<file path="src/rtl/core/rrt_pkg.sv">
// Package: shared constants and types for the received range tracker
`default_nettype none
package rrt_pkg;
  localparam int unsigned MAX_RANGES_DEF  = 16;
  localparam int unsigned OFFSET_BITS_DEF = 16;
  localparam int unsigned IN_W     = 16;
  localparam int unsigned STATUS_W = 2;
  localparam int unsigned COUNT_W  = 5;

  typedef enum logic [STATUS_W-1:0] {
    ST_OK      = 2'd0,
    ST_INVALID = 2'd1,
    ST_BUSY    = 2'd2,
    ST_FULL    = 2'd3
  } status_t;
endpackage
`default_nettype wire

</file>
<file path="src/rtl/core/received_range_tracker.sv">
// Top level: sorted range list held in a start/end memory, scanned and shifted in place
// Flow: an invalid range ends in the scan; otherwise scan, decide, then merge, drop or insert, then done.
// A merge rewrites the entry before; a double merge also shifts later entries down; an insert shifts up.
// One request at a time; busy is high from start until the result strobe.
// The scan and a double merge move one entry a cycle; an insert reads and writes each moved entry in turn.
// Reset clears count and control, not the range memory; out_valid strobes once, no stall.
`default_nettype none
module received_range_tracker
  import rrt_pkg::*;
#(
  parameter int unsigned MAX_RANGES  = MAX_RANGES_DEF,
  parameter int unsigned OFFSET_BITS = OFFSET_BITS_DEF
) (
  input  wire logic                clk,
  input  wire logic                rst_n,
  input  wire logic                start,
  output logic                     busy,
  input  wire logic [IN_W-1:0]     in_range_start,
  input  wire logic [IN_W-1:0]     in_range_end,
  output logic                     out_valid,
  output logic [STATUS_W-1:0]      out_status,
  output logic [COUNT_W-1:0]       out_range_count
);
  localparam int unsigned AW = (MAX_RANGES > 1) ? $clog2(MAX_RANGES) : 1;
  localparam int unsigned CW = $clog2(MAX_RANGES + 1);
  localparam int unsigned OW = OFFSET_BITS;
  localparam int unsigned EW = 2 * OW;
  localparam logic [CW-1:0] CMAX = CW'(MAX_RANGES);

  typedef enum logic [6:0] {
    S_IDLE  = 7'b0000001,
    S_SCAN  = 7'b0000010,
    S_DEC   = 7'b0000100,
    S_MRG   = 7'b0001000,
    S_DROP  = 7'b0010000,
    S_INS   = 7'b0100000,
    S_DONE  = 7'b1000000
  } state_t;

  logic [EW-1:0] mem [MAX_RANGES];

  state_t        state_r, state_nxt;
  logic [CW-1:0] count_r, count_nxt;
  logic [CW-1:0] idx_r, idx_nxt;
  logic [CW-1:0] pos_r, pos_nxt;
  logic          pos_found_r, pos_found_nxt;
  logic          busy_hit_r, busy_hit_nxt;
  logic          prev_adj_r, prev_adj_nxt;
  logic          next_adj_r, next_adj_nxt;
  logic [OW-1:0] next_end_r, next_end_nxt;
  logic [OW-1:0] s_r, e_r;
  logic [STATUS_W-1:0] st_r, st_nxt;
  logic          rd_v_r;
  logic [CW-1:0] rd_i_r;

  logic          rd_en, wr_en;
  logic [AW-1:0] rd_a, wr_a;
  logic [EW-1:0] wr_d, rd_q_r;
  logic [OW-1:0] q_s, q_e;

  assign q_s = rd_q_r[EW-1:OW];
  assign q_e = rd_q_r[OW-1:0];

  always_ff @(posedge clk) begin
    if (wr_en) mem[wr_a] <= wr_d;
    if (rd_en) rd_q_r <= mem[rd_a];
  end

  always_comb begin
    state_nxt = state_r; count_nxt = count_r; idx_nxt = idx_r; pos_nxt = pos_r;
    pos_found_nxt = pos_found_r; busy_hit_nxt = busy_hit_r;
    prev_adj_nxt = prev_adj_r; next_adj_nxt = next_adj_r;
    next_end_nxt = next_end_r; st_nxt = st_r;
    rd_en = 1'b0; rd_a = '0; wr_en = 1'b0; wr_a = '0; wr_d = '0;
    case (state_r)
      S_IDLE: begin
        if (start) begin
          idx_nxt = '0; pos_nxt = count_r; pos_found_nxt = 1'b0;
          busy_hit_nxt = 1'b0; prev_adj_nxt = 1'b0; next_adj_nxt = 1'b0;
          state_nxt = S_SCAN;
        end
      end
      S_SCAN: begin
        // issue read idx_r, evaluate previous read
        if (s_r >= e_r) begin
          st_nxt = ST_INVALID; state_nxt = S_DONE;
        end else begin
          if (idx_r < count_r) begin
            rd_en = 1'b1; rd_a = AW'(idx_r); idx_nxt = idx_r + 1'b1;
          end
          if (rd_v_r) begin
            if (s_r < q_e && e_r > q_s) busy_hit_nxt = 1'b1;
            if (!pos_found_r && !(q_s < s_r)) begin
              pos_found_nxt = 1'b1; pos_nxt = rd_i_r;
              next_adj_nxt = (q_s == e_r); next_end_nxt = q_e;
            end
            if (!pos_found_r && q_s < s_r) prev_adj_nxt = (q_e == s_r);
          end
          if (idx_r >= count_r && !rd_v_r) state_nxt = S_DEC;
        end
      end
      S_DEC: begin
        if (busy_hit_r) begin
          st_nxt = ST_BUSY; state_nxt = S_DONE;
        end else if (prev_adj_r) begin
          st_nxt = ST_OK; state_nxt = S_MRG;
        end else if (next_adj_r) begin
          wr_en = 1'b1; wr_a = AW'(pos_r); wr_d = {s_r, next_end_r};
          st_nxt = ST_OK; state_nxt = S_DONE;
        end else if (count_r >= CMAX) begin
          st_nxt = ST_FULL; state_nxt = S_DONE;
        end else begin
          st_nxt = ST_OK; idx_nxt = count_r; state_nxt = S_INS;
        end
      end
      S_MRG: begin
        // read entry pos-1 start, rewrite with new end
        rd_en = 1'b1; rd_a = AW'(pos_r - 1'b1);
        if (rd_v_r) begin
          wr_en = 1'b1; wr_a = AW'(pos_r - 1'b1);
          wr_d = {q_s, (next_adj_r ? next_end_r : e_r)};
          rd_en = 1'b0;
          if (next_adj_r) begin
            idx_nxt = pos_r + 1'b1; state_nxt = S_DROP;
          end else begin
            state_nxt = S_DONE;
          end
        end
      end
      S_DROP: begin
        // move entry idx down by one
        if (rd_v_r) begin
          wr_en = 1'b1; wr_a = AW'(rd_i_r - 1'b1); wr_d = rd_q_r;
        end
        if (idx_r < count_r) begin
          rd_en = 1'b1; rd_a = AW'(idx_r); idx_nxt = idx_r + 1'b1;
        end else if (!rd_v_r) begin
          count_nxt = count_r - 1'b1; state_nxt = S_DONE;
        end
      end
      S_INS: begin
        // move entry idx-1 up by one, top down
        if (rd_v_r) begin
          wr_en = 1'b1; wr_a = AW'(rd_i_r + 1'b1); wr_d = rd_q_r;
        end else if (idx_r > pos_r) begin
          rd_en = 1'b1; rd_a = AW'(idx_r - 1'b1); idx_nxt = idx_r - 1'b1;
        end else begin
          wr_en = 1'b1; wr_a = AW'(pos_r); wr_d = {s_r, e_r};
          count_nxt = count_r + 1'b1; state_nxt = S_DONE;
        end
      end
      S_DONE: state_nxt = S_IDLE;
      default: state_nxt = S_IDLE;
    endcase
  end

  always_ff @(posedge clk) begin
    if (!rst_n) begin
      state_r <= S_IDLE; count_r <= '0; rd_v_r <= 1'b0; out_valid <= 1'b0;
    end else begin
      state_r <= state_nxt; count_r <= count_nxt;
      rd_v_r <= rd_en; out_valid <= (state_r == S_DONE);
    end
  end

  always_ff @(posedge clk) begin
    idx_r <= idx_nxt; pos_r <= pos_nxt; pos_found_r <= pos_found_nxt;
    busy_hit_r <= busy_hit_nxt; prev_adj_r <= prev_adj_nxt; next_adj_r <= next_adj_nxt;
    next_end_r <= next_end_nxt; st_r <= st_nxt;
    if (rd_en) begin
      if (state_r == S_INS) rd_i_r <= idx_r - 1'b1;
      else if (state_r == S_MRG) rd_i_r <= pos_r - 1'b1;
      else rd_i_r <= idx_r;
    end
    if (state_r == S_IDLE && start) begin
      s_r <= OW'(in_range_start);
      e_r <= OW'(in_range_end);
    end
    out_status <= st_r;
    out_range_count <= COUNT_W'(count_r);
  end

  assign busy = (state_r != S_IDLE);

  a_cnt_max: assert property (@(posedge clk) disable iff (!rst_n) count_r <= CMAX)
    else $error("range count exceeds table size");
  a_one_res: assert property (@(posedge clk) disable iff (!rst_n)
    out_valid |=> !out_valid)
    else $error("back-to-back result strobes");
  a_cnt_step: assert property (@(posedge clk) disable iff (!rst_n)
    (count_r != $past(count_r)) |-> ($past(state_r) == S_DROP || $past(state_r) == S_INS))
    else $error("count changed outside a shift");
  a_no_wr_idle: assert property (@(posedge clk) disable iff (!rst_n)
    state_r == S_IDLE |-> !wr_en)
    else $error("memory written while idle");
endmodule
`default_nettype wire
</file>
<file path="config.mk">
export PLATFORM = sky130hd
export DESIGN_NAME = received_range_tracker
export DESIGN_NICKNAME = d
export VERILOG_FILES = /design/src/rtl/core/rrt_pkg.sv /design/src/rtl/core/received_range_tracker.sv
export SDC_FILE = /design/constraint.sdc
export NUM_CORES = 1
export LEC_CHECK = 0
export ABC_AREA = 0
export BUFFER_PORTS_ARGS = -buffer_cell sky130_fd_sc_hd__buf_2
export CAP_MARGIN = 0
export CORE_ASPECT_RATIO = 0.75
export CORE_MARGIN = 1
export CORE_UTILIZATION = 60
export DETAILED_ROUTE_END_ITERATION = 7
export PLACE_DENSITY_LB_ADDON = 0.08
export SLEW_MARGIN = 20
export SYNTH_ARGS = -nofsm -noshare
export SYNTH_HDL_FRONTEND = slang
export SYNTH_SLANG_ARGS = --single-unit
</file>
<file path="constraint.sdc">
create_clock -name clk -period 6.5 [get_ports clk]
set_input_delay 0.65 -clock clk [delete_from_list [all_inputs] [get_ports clk]]
set_output_delay 0.65 -clock clk [all_outputs]
set_load 0.05 [all_outputs]
</file>
Yosys cells after proc, flatten, opt, wreduce, memory -nomap -nowiden
Memory sizes are Yosys's and may differ from the RTL's. A register that Yosys moved wholly into a read port is not among the register bits.
Index checks and enable logic that the tools add are counted.
{ "op_classes": {"bitwise_logic": 1, "n_addsub": 8, "order_cmp": 8, "n_eq_ne": 29, "mux": 98, "n_reduce_logical": 21} }
{ "ops": {"columns": ["op", "n"], "rows": [
  ["32-bit 2-to-1 mux", 7],
  ["32-bit case mux with 4 select lines", 1],
  ["5-bit 2-to-1 mux", 21],
  ["7-bit 2-to-1 mux", 13],
  ["4-bit 2-to-1 mux", 11],
  ["7-bit case mux with 6 select lines", 1],
  ["2-bit != test (second input constant)", 18],
  ["16-bit equality test", 2],
  ["16-bit < comparator", 2],
  ["4-bit case mux with 4 select lines", 2],
  ["5-bit case mux with 6 select lines", 1],
  ["1-bit 2-to-1 mux", 26],
  ["5-bit case mux with 2 select lines", 2],
  ["5-bit AND reduction", 4],
  ["16-bit >= comparator", 1],
  ["16-bit greater-than comparator", 1],
  ["16-bit 2-to-1 mux", 1],
  ["5-bit by 1-bit adder with 5-bit output (second input constant)", 3],
  ["5-bit by 1-bit subtractor with 5-bit output (second input constant)", 3],
  ["11-bit AND reduction", 1],
  ["2-bit 2-to-1 mux", 5],
  ["1-bit case mux with 2 select lines", 4],
  ["7-bit by 1-bit equality test with 1-bit output (second input constant)", 1],
  ["7-bit by 2-bit equality test with 1-bit output (second input constant)", 1],
  ["other kinds (25)", 33]
]} }
{ "totals": {"reg_bits": 90, "word_cells": 183, "mem_count": 1, "out_inout_bits": 9, "ramBits": 512, "input_bits": 35} }
{ "memory_table": {"columns": ["name", "words", "word_bits", "rd", "rd_clocked_by_memory_dff", "write_ports", "line_no", "source"], "rows": [
  ["mem", 16, 32, 1, 1, 1, "received_range_tracker.sv:40", "logic [EW-1:0] mem [MAX_RANGES];"]
]} }

Logic depth before layout (Yosys ltp)
{ "depth": {"depth_word": 7, "depth_mapped": 16, "ltp_nobuf": 11} }

Worst setup path before layout
OpenSTA, ideal clock, no wires.
{ "synth_path": {"path_type": "flip-flop to flip-flop", "startpoint": "reg pos_r[2]", "endpoint": "mem mem[4][0] (netlist bit), enable pin", "t_required_ns": 6.020, "setup_ns": 0.480, "path_buffers": 1, "synth_period_minus_slack_ns": 5.102, "path_stages_with_launch": 12, "path_slack_ns": 1.398, "arrival_time_ns": 4.622, "cell_sequence": "edfxtp_1 clkbuf_1 inv_1 ha_1 nand3_1 a21boi_0 o32ai_2 nand2_1 o21ai_0 a221oi_1 nand2b_1 a311oi_1"} }
{ "synth_via": {"elab_chain_cells": 6, "elab_cells_between_ends": 14, "classes_between": "1 x add/sub; 1 x order compare; 12 x mux"} }
{ "synth_rtl": {"columns": ["element", "line_no", "source"], "rows": [
  ["start: declaration", "received_range_tracker.sv:45", "logic [CW-1:0] pos_r, pos_nxt;"],
  ["start signal: assignment", "received_range_tracker.sv:167", "idx_r <= idx_nxt; pos_r <= pos_nxt; pos_found_r <= pos_found_nxt;"],
  ["5-bit greater-than comparator", "received_range_tracker.sv:145", "end else if (idx_r > pos_r) begin"],
  ["1-bit 2-to-1 mux", "received_range_tracker.sv:145", null],
  ["1-bit 2-to-1 mux", "received_range_tracker.sv:143", "if (rd_v_r) begin"],
  ["1-bit case mux with 3 select lines", "received_range_tracker.sv:75", "case (state_r)"],
  ["1-bit 2-to-1 mux", "received_range_tracker.sv:65", "if (wr_en) mem[wr_a] <= wr_d;"],
  ["1-bit 2-to-1 mux (implied by the code)", "received_range_tracker.sv:65", null],
  ["end: declaration", "received_range_tracker.sv:40", null]
]} }
Parallel ways exist; a longest one is shown, timed or not.

Worst setup path in the final report
{ "layout_path": {"startpoint": "reg e_r[14]", "endpoint": "reg rd_q_r[24] (read register of mem), data pin"} }
{ "layout_via": {"elab_chain_cells": 3, "elab_cells_between_ends": 5, "classes_between": "1 x order compare; 4 x mux"} }
{ "layout_rtl": {"columns": ["element", "line_no", "source"], "rows": [
  ["start: declaration", "received_range_tracker.sv:51", "logic [OW-1:0] s_r, e_r;"],
  ["start signal: assignment", "received_range_tracker.sv:177", "e_r <= OW'(in_range_end);"],
  ["16-bit >= comparator *", "received_range_tracker.sv:85", "if (s_r >= e_r) begin"],
  ["4-bit 2-to-1 mux or 1-bit 2-to-1 mux (tied branches)", "received_range_tracker.sv:85", null],
  ["4-bit case mux with 4 select lines or 1-bit case mux with 4 select lines (tied branches)", "received_range_tracker.sv:75", null],
  ["end: declaration", "received_range_tracker.sv:58", "logic [EW-1:0] wr_d, rd_q_r;"]
]} }
Every way passes the cells marked *; elsewhere a longest branch is shown, timed or not.
A chain may end at the register's enable or synchronous reset.

==> flow_results.org <==
** Clock network
- CTS H-tree lvls :: 2
- In this run, CTS created clock tree buffers numbering between 50 and 60.
- Once the clock tree was built, the resizer swapped 0 gates to a different size.
- Number of buffers inserted for hold repair after clock tree synthesis :: 0
- Worst-Skew Late Latency :: 0.62 ns
- The clock net in this run drives a total of between 600 and 700 sinks.
- After clock tree synthesis, the setup repair step added 0 buffers.
- The tree is rooted in a sky130_fd_sc_hd__clkbuf_16.
- TritonCTS clock tree :: built
- After clock tree synthesis, the clock-pin slew on the worst setup and hold paths is about 0.070 ns.
- Buffer depth of the longest clock path :: 3

** Cells and area
- The sequential cells in the finished layout cover a total of 0.0188 mm^2.
- The final layout contains 2125 nets.
- Layout area overhead :: 11.0%
- Multi-input combinational cell area :: between 0.007 and 0.008 mm^2
- Share of layout cells above drive strength 1 :: 0.122
- At the end of the flow the core is filled with cells to 0.676.
- Final-layout fill cell count :: between 3000 and 4000
- The number of antenna diodes in the final layout is 0.

** Power and ir drop
- Largest vdd supply drop :: 0.251 mV
- The analysis attributes to cell leakage a power of 11.2 nW.
- For this design the ratio of total power to cell area is roughly 290 mW/mm^2.

** Route
- DRC violation total after the first TritonRoute iteration :: about 2500
- Remaining antenna violation count :: 0
- Count of unresolved DRC violations after routing :: 0
- Routed via count divided by cell count :: 6.75
- For this run, the detailed router's first-pass iteration total came to 7.
- Detailed-route wire length per cell :: between 20 and 30 um
- Wires add up to between 70000 and 80000 um.
- Routed via count :: roughly 18000

** Synth
- Cell area after synthesis :: roughly 0.027 mm^2
- Yosys mapped a number of flops with a built-in enable equal to about 610.
- Average size of a mapped cell :: 13.9 um^2
- Count of cell types in the netlist :: between 70 and 80
- sky130_fd_sc_hd__edfxtp_1 takes more of the synthesized area than any other cell.
- Yosys printed 0 warnings.
- For this run, the register share of the synthesized area comes to 0.692.
- Synth Flop Type :: sky130_fd_sc_hd__edfxtp_1
- Cell count after synthesis :: 1953
- By area the synthesized netlist is led by sky130_fd_sc_hd__edfxtp_1 68%, sky130_fd_sc_hd__a211oi_1 3.9%, sky130_fd_sc_hd__ha_1 3.7%, sky130_fd_sc_hd__a21oi_1 3.0%, sky130_fd_sc_hd__nand2_1 2.8%.
- Number of flip-flops and latches in the synthesized netlist :: roughly 630
- Number of nets produced by synthesis :: slightly above 2000
- Area share of the largest cell type after synthesis :: 0.676
- Asr flop ratio synth :: 0

** STA
- Fin Clk Skew :: between 0.03 and 0.04 ns
- Slew Limit Headroom :: 0.238
- Total negative slack for setup checks :: 0 ns
- Slew of the pin with the lowest slew margin :: 1.14 ns
- Setup repair after global routing left no endpoint under its margin.
- The final-report hold violation count came to 0.
- The smallest clock period supported by the final layout is computed as approximately 5.3 ns.
- In the finished design, the share of the clock period the worst path needs comes to 0.811.
- The number of pins with negative max-slew slack in the final report came to 0.
- Worst hold margin :: 0.228 ns
- F_max :: 190 MHz
- Final number of setup-violating endpoints :: 0

** Critical path
- Kind of cell adding the most delay to the critical path :: simple AND/OR/NAND/NOR gates
- The critical path contains buffers and inverters numbering 2 combined.
- Max stage delay on crit path :: just under 0.9 ns
- Cell at the slowest stage of the critical path :: sky130_fd_sc_hd__o211ai_4
- Peak fanout along the critical path :: ~120
- Data on the critical path is required at its endpoint by a little under 7 ns.
- At the worst endpoint, the arrival time is roughly 5.6 ns.
- Counting stages on the worst path, the most repeated cell is sky130_fd_sc_hd__a211oi_1.
- The critical path goes through inv_1 > ha_1 > and4_1 > nand2_1 > or4_4 > and4_4 > o211ai_4 > nand2_8 > buf_12 > a211oi_1 > a211oi_1 > or4_1.
- Type of destination of the critical path :: flip-flop
- Launching element type of the critical path :: flip-flop
- Setup Crit Path Kind :: reg -> reg

** Floorplanning
- For this configuration, the core starts out at a cell density of 0.609.
- The total area inside the core boundary comes to 0.0447 mm^2.
- Height of the die :: about 190 um
- Number of placement rows :: between 60 and 70
- Die width :: 248 um
- between 40 and 50 I/O pins were placed.
- The die covers 0.0462 mm^2.

** Min path
- In this run the worst hold path is classified as in -> reg.

** GRT
- For this run, the total global-route usage over all layers was measured as 0.327.
- Wire length of the first global-routing pass :: around 110000 um
- The total overflow left after global routing is 0.
- Initial antenna violation count :: 1
- Entering global routing, the biggest net connects approximately 120 pins.
- For met2 alone, demand over resource in global routing was 0.470.
- In the global route stage, met3 resource usage came out at 0.0729.
- The via count of the first global-routing pass was between 15000 and 20000.
- The global routing stage identified its most utilized layer as met1.
- For this run, global-route usage on met1 was measured as 0.504.

** Outcome
- The run finished with clean final reports.

** Flow run
- # Max-Cap Violations :: 0

** Place
- The congestion estimate from routability-driven global placement came to roughly 0.99.
- IO buf count :: 43
- The wire-length estimate of the detail-placed layout is ~44000 um.
[per-layer routing]
metal  vias to the layer above  routed length [um]
met4                         0                2040
met1                      8907               31500
met5                         -                   0
li1                       7713                   -
met3                       142                8590
met2                      1047               32700
[registers in the layout, summed over array words and instances (netlist names), 2 cells and up]
| signal | flops |
|---|---|
| s_r | 16 |
| rd_i_r | 5 |
| next_end_r | 16 |
| out_status | 2 |
| mem | 512 |
| e_r | 16 |
| state_r | 7 |
| out_range_count | 5 |
| st_r | 2 |
| pos_r | 5 |
| idx_r | 5 |
| rd_q_r | 32 |
| count_r | 5 |
[metrics by stage]
stage / instances / worst slack [ns] / instance area, um^2 / power (W)
floorplan: 1953 / 1.40 / 27200 / 0.00518
global placement: 2531 / 1.51 / 28300 / 0.00543
detailed placement: 2534 / 1.40 / 28400 / 0.00545
CTS: 2640 / 1.41 / 30200 / 0.00871
global route: 2640 / 1.17 / 30200 / 0.00896
finish: 2640 / 1.23 / 30200 / 0.00871
[kinds of logic after synthesis]
family                     synth area share
muxes                                0.0184
adders and majority gates            0.0380
DFF                                   0.692
and+or+nand+nor                      0.0784
xor gates and xnor gates            0.00547
buffers and inverters                0.0359
AOI/OAI and AO/OA                     0.132
[synth_stat cells, types with 19 or more instances]
cell type and n:
sky130_fd_sc_hd__edfxtp_1 613, sky130_fd_sc_hd__nand2_1 200, sky130_fd_sc_hd__a21oi_1 163, sky130_fd_sc_hd__a211oi_1 140, sky130_fd_sc_hd__inv_1 99, sky130_fd_sc_hd__ha_1 81, sky130_fd_sc_hd__and3_1 76, sky130_fd_sc_hd__clkbuf_1 67
sky130_fd_sc_hd__nor2_1 60, sky130_fd_sc_hd__a221oi_1 50, sky130_fd_sc_hd__mux2i_1 49, sky130_fd_sc_hd__o21ai_0 40, sky130_fd_sc_hd__buf_2 27, sky130_fd_sc_hd__dfxtp_1 21, sky130_fd_sc_hd__or4_1 20, sky130_fd_sc_hd__a21o_1 19
[power breakdown]
| part | switching, W | internal, W | total, W | leakage [nW] |
|---|---|---|---|---|
| logic | 0.000479 | 0.000286 | 0.000765 | 3.99 |
| registers | 0.0000989 | 0.00452 | 0.00462 | 6.28 |
| clock network | 0.00152 | 0.00180 | 0.00332 | 0.897 |
| total | 0.00210 | 0.00661 | 0.00871 | 11.2 |
[cells in the final DEF, fill, tap and decap left out, types with 6 or more instances in the layout]
master,n
sky130_fd_sc_hd__a2111o_1,11
sky130_fd_sc_hd__a211oi_1,140
sky130_fd_sc_hd__a21o_1,18
sky130_fd_sc_hd__a21oi_1,163
sky130_fd_sc_hd__a221oi_1,50
sky130_fd_sc_hd__a222oi_1,16
sky130_fd_sc_hd__a32oi_1,10
sky130_fd_sc_hd__and2_1,6
sky130_fd_sc_hd__and3_1,76
sky130_fd_sc_hd__buf_2,43
sky130_fd_sc_hd__buf_4,63
sky130_fd_sc_hd__clkbuf_1,7
sky130_fd_sc_hd__clkbuf_16,58
sky130_fd_sc_hd__clkinv_1,16
sky130_fd_sc_hd__clkinv_2,13
sky130_fd_sc_hd__dfxtp_1,21
sky130_fd_sc_hd__edfxtp_1,613
sky130_fd_sc_hd__ha_1,81
sky130_fd_sc_hd__inv_1,99
sky130_fd_sc_hd__inv_6,6
sky130_fd_sc_hd__mux2i_1,49
sky130_fd_sc_hd__nand2_1,199
sky130_fd_sc_hd__nand2b_1,7
sky130_fd_sc_hd__nand3_1,8
sky130_fd_sc_hd__nand4_1,11
sky130_fd_sc_hd__nor2_1,45
sky130_fd_sc_hd__nor2_4,15
sky130_fd_sc_hd__nor2b_1,7
sky130_fd_sc_hd__nor3_1,10
sky130_fd_sc_hd__o21a_1,7
sky130_fd_sc_hd__o21ai_0,39
sky130_fd_sc_hd__o22ai_1,8
sky130_fd_sc_hd__o22ai_2,7
sky130_fd_sc_hd__or4_1,20
sky130_fd_sc_hd__xnor2_1,12
[path summary, 6_finish.rpt]
kind / start / end / slack [ns] / cells after the start
setup reg to reg: e_r[14] / rd_q_r[24] / 1.23 / 12
hold reg to reg: st_r[1] / out_status[1] / 0.34 / 0
setup / recovery: e_r[14] / rd_q_r[24] / 1.23 / 12
hold / removal: in_range_end[4] / e_r[4] / 0.23 / 1
[area by class of cell]
type	count	area share
Multi-Input combinational cell	1101	0.254
Clock inverter	41	0.0113
Sequential cell	634	0.623
Tap cell	586	0.0243
Clock buffer	65	0.0489
Timing Repair Buffer	111	0.0261
Inverter	102	0.0127
No activity file was read; power rests on OpenSTA's default activity.
